--- config.mk ---
export PLATFORM = sky130hd
export DESIGN_NAME = compact_target_retarget_check
export DESIGN_NICKNAME = d
export VERILOG_FILES = /design/src/design/ctrc_pkg.sv /design/src/design/ctrc_span.sv /design/src/design/ctrc_scale.sv /design/src/design/ctrc_norm.sv /design/src/design/compact_target_retarget_check.sv
export SDC_FILE = /design/constraint.sdc
export NUM_CORES = 2
export LEC_CHECK = 0
export BUFFER_PORTS_ARGS = -buffer_cell sky130_fd_sc_hd__buf_4
export CAP_MARGIN = 5
export CORE_MARGIN = 4
export CORE_UTILIZATION = 59
export CTS_CLUSTER_DIAMETER = 40
export CTS_CLUSTER_SIZE = 16
export DETAILED_ROUTE_END_ITERATION = 16
export GPL_TIMING_DRIVEN = 0
export PLACE_DENSITY = 0.87
export RECOVER_POWER = 25
export SLEW_MARGIN = 20
export SYNTH_ARGS = -nofsm -noshare
export SYNTH_HDL_FRONTEND = slang
export SYNTH_SLANG_ARGS = --single-unit
--- constraint.sdc ---
create_clock -name clk_i -period 22.1 [get_ports clk_i]
set_input_delay 4.42 -clock clk_i [delete_from_list [all_inputs] [get_ports clk_i]]
set_output_delay 4.42 -clock clk_i [all_outputs]
set_load 0.03 [all_outputs]
--- src/design/ctrc_pkg.sv ---
package ctrc_pkg;

  // Field widths of the compact target format.
  localparam int unsigned WordW  = 32;
  localparam int unsigned MantW  = 23;
  localparam int unsigned SizeW  = 8;
  localparam int unsigned SpanW  = 7;

  // Block spacing and the clamp window, in seconds.
  localparam int signed Spacing = 60;
  localparam int signed SpanMin = Spacing * 3 / 4;
  localparam int signed SpanMax = Spacing * 3 / 2;

  localparam logic [WordW-1:0] MantMask = 32'h007f_ffff;

  // Reciprocal of 15 for a 32-bit dividend: q = (z * Recip15) >> Recip15Sh.
  localparam logic [WordW-1:0] Recip15   = 32'h8888_8889;
  localparam int unsigned      Recip15Sh = 35;

  // Register reset values.
  localparam logic [WordW-1:0] ForkHeightRst = 32'd145000;
  localparam logic [WordW-1:0] MaxTargetRst  = 32'h1e0f_fff0;

  // Configuration register indexes.
  typedef enum logic [0:0] {
    REG_FORK_HEIGHT = 1'b0,
    REG_MAX_TARGET  = 1'b1
  } reg_idx_e;

  // Input item.
  typedef struct packed {
    logic [WordW-1:0] block_height;
    logic             link_ok;
    logic [WordW-1:0] prev_target;
    logic [WordW-1:0] prev_time;
    logic             grandparent_present;
    logic [WordW-1:0] grandparent_time;
    logic [WordW-1:0] block_target;
  } in_t;

  // Result item.
  typedef struct packed {
    logic [WordW-1:0] expected_target;
    logic             retarget_checked;
    logic             header_ok;
  } out_t;

  // Fields carried unchanged down the pipeline for the final check.
  typedef struct packed {
    logic             checked;
    logic             gp_present;
    logic             link_ok;
    logic [WordW-1:0] claimed;
  } side_t;

  // After the timespan stage.
  typedef struct packed {
    logic [MantW-1:0] mant;
    logic [SizeW-1:0] size;
    logic [SpanW-1:0] span;
    side_t            side;
  } span_t;

  // After the mantissa scaling stage: four times mantissa times timespan.
  typedef struct packed {
    logic [WordW-1:0] p4;
    logic [SizeW-1:0] size;
    side_t            side;
  } prod_t;

  // After the reciprocal stage: quotient of p4 by fifteen.
  typedef struct packed {
    logic [WordW-1:0]   p4;
    logic [WordW-5:0]   q;
    logic [SizeW-1:0]   size;
    side_t              side;
  } quot_t;

  // After normalisation: size may reach 256, which always exceeds the cap.
  typedef struct packed {
    logic [SizeW:0]   size;
    logic [MantW-1:0] mant;
    side_t            side;
  } norm_t;

endpackage

--- src/design/ctrc_span.sv ---
module ctrc_span (
  input  logic                          clk_i,
  input  logic                          rst_ni,
  input  logic                          valid_i,
  output logic                          ready_o,
  input  ctrc_pkg::in_t                 data_i,
  input  logic [ctrc_pkg::WordW-1:0]    fork_height_i,
  output logic                          valid_o,
  input  logic                          ready_i,
  output ctrc_pkg::span_t               data_o
);
  import ctrc_pkg::*;

  logic signed [WordW:0]   raw;
  logic signed [WordW+1:0] diff;
  logic signed [WordW+1:0] filt;
  logic signed [WordW+2:0] span;
  logic [SpanW-1:0]        span_clamp;
  logic                    valid_q;
  span_t                   data_d;
  span_t                   data_q;

  // Raw timespan between the previous block and its parent.
  always_comb begin
    if (data_i.grandparent_present) begin
      raw = $signed({1'b0, data_i.prev_time}) - $signed({1'b0, data_i.grandparent_time});
    end else begin
      raw = '0;
    end
  end

  // Low-pass filter by one eighth, the division truncating toward zero.
  assign diff = (WordW+2)'(Spacing) - (WordW+2)'(raw);
  always_comb begin
    if (diff < 0) begin
      filt = (diff + (WordW+2)'(7)) >>> 3;
    end else begin
      filt = diff >>> 3;
    end
  end
  assign span = (WordW+3)'(Spacing) - (WordW+3)'(filt);

  // Clamp the filtered timespan to the allowed window.
  always_comb begin
    priority if (span < (WordW+3)'(SpanMin)) begin
      span_clamp = SpanW'(SpanMin);
    end else if (span > (WordW+3)'(SpanMax)) begin
      span_clamp = SpanW'(SpanMax);
    end else begin
      span_clamp = span[SpanW-1:0];
    end
  end

  always_comb begin
    data_d.mant            = data_i.prev_target[MantW-1:0];
    data_d.size            = data_i.prev_target[WordW-1 -: SizeW];
    data_d.span            = span_clamp;
    data_d.side.checked    = (data_i.block_height >= fork_height_i);
    data_d.side.gp_present = data_i.grandparent_present;
    data_d.side.link_ok    = data_i.link_ok;
    data_d.side.claimed    = data_i.block_target;
  end

  assign ready_o = !valid_q || ready_i;

  // Stage register.
  always_ff @(posedge clk_i or negedge rst_ni) begin
    if (!rst_ni) begin
      valid_q <= 1'b0;
    end else if (ready_o) begin
      valid_q <= valid_i;
    end
  end

  always_ff @(posedge clk_i) begin
    if (ready_o && valid_i) begin
      data_q <= data_d;
    end
  end

  assign valid_o = valid_q;
  assign data_o  = data_q;

endmodule

--- src/design/ctrc_scale.sv ---
module ctrc_scale (
  input  logic              clk_i,
  input  logic              rst_ni,
  input  logic              valid_i,
  output logic              ready_o,
  input  ctrc_pkg::span_t   data_i,
  output logic              valid_o,
  input  logic              ready_i,
  output ctrc_pkg::quot_t   data_o
);
  import ctrc_pkg::*;

  logic [MantW+SpanW-1:0] mul_span;
  logic [2*WordW-1:0]     mul_recip;
  logic                   p_valid_q;
  logic                   p_ready;
  prod_t                  p_d;
  prod_t                  p_q;
  logic                   q_valid_q;
  quot_t                  q_d;
  quot_t                  q_q;

  // First stage: mantissa times timespan, times four.
  assign mul_span = MantW'(data_i.mant) * (MantW+SpanW)'(data_i.span);
  always_comb begin
    p_d.p4   = {mul_span, 2'b00};
    p_d.size = data_i.size;
    p_d.side = data_i.side;
  end

  assign p_ready = !q_valid_q || ready_i;
  assign ready_o = !p_valid_q || p_ready;

  always_ff @(posedge clk_i or negedge rst_ni) begin
    if (!rst_ni) begin
      p_valid_q <= 1'b0;
    end else if (ready_o) begin
      p_valid_q <= valid_i;
    end
  end

  always_ff @(posedge clk_i) begin
    if (ready_o && valid_i) begin
      p_q <= p_d;
    end
  end

  // Second stage: divide four times the product by fifteen by reciprocal.
  assign mul_recip = {{WordW{1'b0}}, p_q.p4} * {{WordW{1'b0}}, Recip15};
  always_comb begin
    q_d.p4   = p_q.p4;
    q_d.q    = mul_recip[Recip15Sh +: (WordW-4)];
    q_d.size = p_q.size;
    q_d.side = p_q.side;
  end

  always_ff @(posedge clk_i or negedge rst_ni) begin
    if (!rst_ni) begin
      q_valid_q <= 1'b0;
    end else if (p_ready) begin
      q_valid_q <= p_valid_q;
    end
  end

  always_ff @(posedge clk_i) begin
    if (p_ready && p_valid_q) begin
      q_q <= q_d;
    end
  end

  assign valid_o = q_valid_q;
  assign data_o  = q_q;

endmodule

--- src/design/ctrc_norm.sv ---
module ctrc_norm (
  input  logic                          clk_i,
  input  logic                          rst_ni,
  input  logic                          valid_i,
  output logic                          ready_o,
  input  ctrc_pkg::quot_t               data_i,
  input  logic [ctrc_pkg::WordW-1:0]    max_target_i,
  output logic                          valid_o,
  input  logic                          ready_i,
  output ctrc_pkg::out_t                data_o
);
  import ctrc_pkg::*;

  logic [WordW-1:0]        scaled;
  logic signed [SizeW+1:0] size_m1;
  logic [1:0]              n_mant;
  logic [1:0]              n_size;
  logic [1:0]              n_shift;
  logic [WordW-1:0]        shifted;
  logic                    n_valid_q;
  logic                    n_ready;
  norm_t                   n_d;
  norm_t                   n_q;
  logic [WordW-1:0]        value;
  logic                    over;
  logic [WordW-1:0]        target;
  logic                    o_valid_q;
  out_t                    o_d;
  out_t                    o_q;

  // Mantissa times 64/15 is 4p plus 4p/15; the size byte drops by one.
  assign scaled  = data_i.p4 + WordW'(data_i.q);
  assign size_m1 = $signed({2'b00, data_i.size}) - (SizeW+2)'(1);

  // Byte shifts needed for the mantissa to fit and for the size to reach one.
  always_comb begin
    priority if ((scaled >> 8) > MantMask) begin
      n_mant = 2'd2;
    end else if (scaled > MantMask) begin
      n_mant = 2'd1;
    end else begin
      n_mant = 2'd0;
    end
  end

  always_comb begin
    priority if (size_m1 < 0) begin
      n_size = 2'd2;
    end else if (size_m1 == 0) begin
      n_size = 2'd1;
    end else begin
      n_size = 2'd0;
    end
  end

  assign n_shift = (n_mant > n_size) ? n_mant : n_size;
  assign shifted = scaled >> {n_shift, 3'b000};

  always_comb begin
    n_d.size = (SizeW+1)'(size_m1 + $signed({{SizeW{1'b0}}, n_shift}));
    n_d.mant = shifted[MantW-1:0];
    n_d.side = data_i.side;
  end

  assign n_ready = !o_valid_q || ready_i;
  assign ready_o = !n_valid_q || n_ready;

  always_ff @(posedge clk_i or negedge rst_ni) begin
    if (!rst_ni) begin
      n_valid_q <= 1'b0;
    end else if (ready_o) begin
      n_valid_q <= valid_i;
    end
  end

  always_ff @(posedge clk_i) begin
    if (ready_o && valid_i) begin
      n_q <= n_d;
    end
  end

  // Cap at the maximum target and compare with the claimed target.
  assign value  = {n_q.size[SizeW-1:0], 1'b0, n_q.mant};
  assign over   = n_q.size[SizeW] || (value > max_target_i);
  assign target = over ? max_target_i : value;

  always_comb begin
    o_d.expected_target  = n_q.side.checked ? target : '0;
    o_d.retarget_checked = n_q.side.checked;
    o_d.header_ok        = n_q.side.link_ok &&
                           !(n_q.side.checked && n_q.side.gp_present &&
                             (n_q.side.claimed != target));
  end

  // Output register.
  always_ff @(posedge clk_i or negedge rst_ni) begin
    if (!rst_ni) begin
      o_valid_q <= 1'b0;
    end else if (n_ready) begin
      o_valid_q <= n_valid_q;
    end
  end

  always_ff @(posedge clk_i) begin
    if (n_ready && n_valid_q) begin
      o_q <= o_d;
    end
  end

  assign valid_o = o_valid_q;
  assign data_o  = o_q;

endmodule

--- src/design/compact_target_retarget_check.sv ---
// The pipeline has five register stages and takes one item per cycle while the output
// is not stalled.
// The stages are timespan filter, mantissa multiply, reciprocal multiply by 1/15,
// byte normalisation, and cap/compare; a stalled output holds items back, losing none.
// Reset (rst_ni low, asynchronous) empties every stage and restores fork_height
// to 145000 and max_target to 0x1e0ffff0.
module compact_target_retarget_check (
  input  logic                          clk_i,
  input  logic                          rst_ni,
  input  logic                          cfg_we_i,
  input  ctrc_pkg::reg_idx_e            cfg_idx_i,
  input  logic [ctrc_pkg::WordW-1:0]    cfg_wdata_i,
  input  logic                          in_valid_i,
  output logic                          in_stall_o,
  input  ctrc_pkg::in_t                 in_data_i,
  output logic                          out_valid_o,
  input  logic                          out_stall_i,
  output ctrc_pkg::out_t                out_data_o
);
  import ctrc_pkg::*;

  logic [WordW-1:0] fork_height_q;
  logic [WordW-1:0] max_target_q;
  logic             in_ready;
  logic             s_valid;
  logic             s_ready;
  span_t            s_data;
  logic             c_valid;
  logic             c_ready;
  quot_t            c_data;

  // Configuration registers.
  always_ff @(posedge clk_i or negedge rst_ni) begin
    if (!rst_ni) begin
      fork_height_q <= ForkHeightRst;
      max_target_q  <= MaxTargetRst;
    end else if (cfg_we_i) begin
      unique case (cfg_idx_i)
        REG_FORK_HEIGHT: fork_height_q <= cfg_wdata_i;
        REG_MAX_TARGET:  max_target_q  <= cfg_wdata_i;
        default: ;
      endcase
    end
  end

  ctrc_span u_span (
    .clk_i         (clk_i),
    .rst_ni        (rst_ni),
    .valid_i       (in_valid_i),
    .ready_o       (in_ready),
    .data_i        (in_data_i),
    .fork_height_i (fork_height_q),
    .valid_o       (s_valid),
    .ready_i       (s_ready),
    .data_o        (s_data)
  );

  ctrc_scale u_scale (
    .clk_i   (clk_i),
    .rst_ni  (rst_ni),
    .valid_i (s_valid),
    .ready_o (s_ready),
    .data_i  (s_data),
    .valid_o (c_valid),
    .ready_i (c_ready),
    .data_o  (c_data)
  );

  ctrc_norm u_norm (
    .clk_i        (clk_i),
    .rst_ni       (rst_ni),
    .valid_i      (c_valid),
    .ready_o      (c_ready),
    .data_i       (c_data),
    .max_target_i (max_target_q),
    .valid_o      (out_valid_o),
    .ready_i      (!out_stall_i),
    .data_o       (out_data_o)
  );

  assign in_stall_o = !in_ready;

  // Below the fork height no target is reported.
  a_zero_below_fork: assert property (@(posedge clk_i) disable iff (!rst_ni)
    out_valid_o && !out_data_o.retarget_checked |-> out_data_o.expected_target == '0)
    else $error("expected target not zero below fork height");

  // A computed target never exceeds the ceiling.
  a_capped: assert property (@(posedge clk_i) disable iff (!rst_ni)
    out_valid_o && out_data_o.retarget_checked |->
      out_data_o.expected_target <= max_target_q)
    else $error("expected target above maximum target");

  // The input side stalls only when every stage is full and the output is held.
  a_stall_full: assert property (@(posedge clk_i) disable iff (!rst_ni)
    in_stall_o |-> out_valid_o && out_stall_i && c_valid && s_valid)
    else $error("input stalled with room in the pipeline");

  // An item that enters an empty pipeline appears at the output if the output is not stalled meanwhile.
  a_latency: assert property (@(posedge clk_i) disable iff (!rst_ni)
    in_valid_i && !in_stall_o && !s_valid && !c_valid && !out_valid_o && !out_stall_i
      ##1 !out_stall_i ##1 !out_stall_i ##1 !out_stall_i ##1 !out_stall_i |=>
      out_valid_o)
    else $error("item lost in the pipeline");

endmodule
==> impl_metrics.json <==
{
  "start_util_pct": 59.9,
  "met1_usage_pct": 35.5,
  "tritoncts": "built",
  "num_vias": 26600,
  "ff2ff_setup_slack_ps": 13650,
  "crit_top_cell": "clkbuf_1",
  "maxSlewViolCount": 0,
  "period_share_pct": 58.1,
  "synth-edff-count": 348,
  "die-area_sq_mm": 0.0628,
  "maxCapViolCount": 0,
  "use_met2_pct": 47.7,
  "area_delta_synth_final_pct": 12.5,
  "fmax_mhz": 77.9,
  "die_h_um": 251,
  "die_w_um": 251,
  "post_cts_buffers": 0,
  "netlist_instances": 3287,
  "io_buffer_count": 234,
  "clock_latency_ps": 590,
  "min_from": "u_scale.p_q[38]$_DFFE_PP_",
  "layout_common_cells": "ha_1 (428), inv_1 (408), edfxtp_1 (348)",
  "layout_commonest_cell": "ha_1",
  "busiest_layer": "met2",
  "crit_type": "in -> reg",
  "fill_cells": 4065,
  "postRouteAntennaNets": 0,
  "cts-root-buf": "clkbuf_16",
  "finalSetupViolCount": 0,
  "async_reset_ff_share_pct": 16.5,
  "numCtsBuffers": 42,
  "rsz0062_at_grt": "false",
  "finalNetCount": 4420,
  "crit_slowest_cell": "clkbuf_1",
  "synth_ff_type": "edfxtp_1",
  "htreeDepth": 2,
  "antenna_found_initial": 1,
  "crit_cells": 28,
  "critical_path_arrival_ps": 13120,
  "slew_headroom_pct": 25.8,
  "finalSetupTns_ps": 0,
  "drcViolationCount": 0,
  "numClockSinks": 417,
  "cts_resized": 0,
  "critPathMaxStageDelay_ps": 540,
  "cp_max_fo": 10,
  "grt_pass1_vias": 26800,
  "cts_buffer_depth": 3,
  "crit_start": "in_data_i[64]",
  "avgSynthCellArea_sq_um": 10.6,
  "core-area_sq_mm": 0.0579,
  "row_count": 88,
  "critical_path.top_delay_family": "buffers and inverters",
  "hold_buffers": 0,
  "post_drt_wl_per_cell_um": 20.2,
  "startpoint_type": "input pin",
  "grt.overflow.total": 0,
  "status": "finished clean",
  "ys_types": 99,
  "ios": 236,
  "grt_max_degree": 70,
  "grt_pass1_wl_um": 140000,
  "first_pass_iters": 8,
  "grt.met3_usage_pct": 4.32,
  "synth_nets": 4136,
  "drt_iter0_drc": 2591,
  "end_kind": "register",
  "fin_skew_ps": 41.3,
  "place_congestion": 0.951,
  "wl_um": 88100,
  "tightestPinTransition_ps": 1090,
  "yosys_warnings": 0,
  "endpoint": "u_span.data_o[38]$_SDFFCE_PP1P_",
  "hold_viol_final": 0,
  "hp-class": "reg -> reg",
  "cp.required_ps": 22390,
  "r2r_cells": 27,
  "critPathBufInv": 10,
  "synth_area_sq_mm": 0.0347,
  "timing.rr.end": "u_scale.data_o[70]$_DFFE_PP_",
  "seq_area_frac_synth_pct": 35.2,
  "reg2reg_from": "u_scale.p_q[55]$_DFFE_PP_",
  "fin_crit_ps": 12830,
  "synth-seq-cells": 417,
  "via_per_inst": 6.10,
  "track_usage_pct": 27.5,
  "clk_pin_slew_ps": 70,
  "hpwlAfterDp_um": 67400,
  "drive_gt1_share_pct": 12.1
}
==> worst min path at each step <==
stage | endpoint | cells past startpoint
2_1_floorplan | u_norm.n_q[0]$_DFFE_PP_ | 0
3_3_place_gp | u_scale.data_o[33]$_DFFE_PP_ | 0
3_5_place_dp | u_scale.data_o[11]$_DFFE_PP_ | 0
4_1_cts | u_scale.data_o[17]$_DFFE_PP_ | 0
5_1_grt | u_scale.data_o[17]$_DFFE_PP_ | 0
6_report | u_scale.data_o[38]$_DFFE_PP_ | 0
==> worst reg2reg max path, delay by kind of cell (launching register included) <==
family | cells | cell delay [ps]
buf+inv | 3 | 200
flops | 1 | 580
fa+ha+maj | 8 | 3340
xor+xnor | 1 | 90
compound gates | 11 | 3160
simple gates | 4 | 840
==> flip-flops by register name (all words and copies together) (netlist names) <==
| register | flops |
|---|---|
| u_norm.data_o | 34 |
| u_norm.n_q | 67 |
| u_norm.valid_o | 1 |
| u_scale.p_q | 73 |
| u_scale.p_valid_q | 1 |
| max_target_q | 32 |
| u_norm.n_valid_q | 1 |
| u_span.data_o | 73 |
| u_scale.data_o | 101 |
| u_span.valid_o | 1 |
| fork_height_q | 32 |
| u_scale.valid_o | 1 |
==> metal layers <==
| layer | part of all wire (%) | up-vias |
|---|---|---|
| li1 | - | 12200 |
| met5 | 0 | - |
| met3 | 8.2 | 259 |
| met4 | 3.7 | 0 |
| met1 | 39 | 12800 |
| met2 | 49 | 1326 |
==> synth_stat cells, types with 9 or more instances <==
cell | count | area share, %
and3_1 | 19 | 0.34
or4_1 | 9 | 0.19
fa_1 | 221 | 13
buf_2 | 10 | 0.14
or2_2 | 16 | 0.29
mux2i_1 | 29 | 0.84
nand2_1 | 274 | 3.0
nor4_1 | 19 | 0.34
nor2b_1 | 57 | 1.0
a31oi_1 | 31 | 0.56
o31a_1 | 10 | 0.25
inv_1 | 408 | 4.4
a21boi_0 | 12 | 0.26
or3_1 | 11 | 0.20
clkbuf_1 | 57 | 0.62
o22ai_1 | 10 | 0.18
xnor2_1 | 129 | 3.3
a211o_1 | 11 | 0.28
edfxtp_1 | 348 | 30
a211oi_1 | 29 | 0.63
a21o_1 | 70 | 1.5
nor3_1 | 60 | 0.87
dfstp_2 | 28 | 2.1
o31ai_1 | 11 | 0.24
dfrtp_1 | 41 | 3.0
nand3b_1 | 10 | 0.22
nand3_1 | 58 | 0.84
mux2_2 | 41 | 1.3
nor2_1 | 153 | 1.7
o21a_1 | 29 | 0.63
and2_1 | 61 | 1.1
o211ai_1 | 16 | 0.35
a21oi_1 | 158 | 2.3
nand4_1 | 41 | 0.74
and4_1 | 9 | 0.23
o21ai_0 | 109 | 1.6
o21bai_1 | 11 | 0.24
nand2b_1 | 37 | 0.67
xor2_1 | 61 | 1.5
ha_1 | 428 | 15
==> stage by stage <==
stage	setup WS [ps]	std cells	hold slack (ps)	utilization, %	cell area [sq um]
after global placement	9020	4286	401	64.6	37400
final	9270	4367	393	67.4	39100
after CTS	9460	4366	389	67.5	39100
after detailed placement	8870	4292	405	64.9	37600
after global routing	8660	4366	403	67.4	39100
after floorplan	10780	3287	400	-	34700
==> cells by family after synthesis <==
family / synth area share, %
compound gates: 11.8
xor+xnor: 4.79
fa+ha+maj: 28.2
buf+inv: 5.31
flops: 35.2
mux: 2.23
simple gates: 12.6
==> final cells by class <==
class                      count  area [sq um]  share of cell area, %
tap                          765           957                   2.45
clock inverter                21           272                  0.695
buffer                        76           309                  0.791
inverter                     409          1540                   3.93
sequential                   417         12200                   31.3
multi-input combinational   2385         20700                   53.0
timing repair buffer         240          1890                   4.83
clock buffer                  53          1200                   3.07
antenna                        1          2.50                0.00641
Power is left out: the tool's default activity adds up to more than one toggle a clock period on the data nets, which glitch-free logic cannot reach.
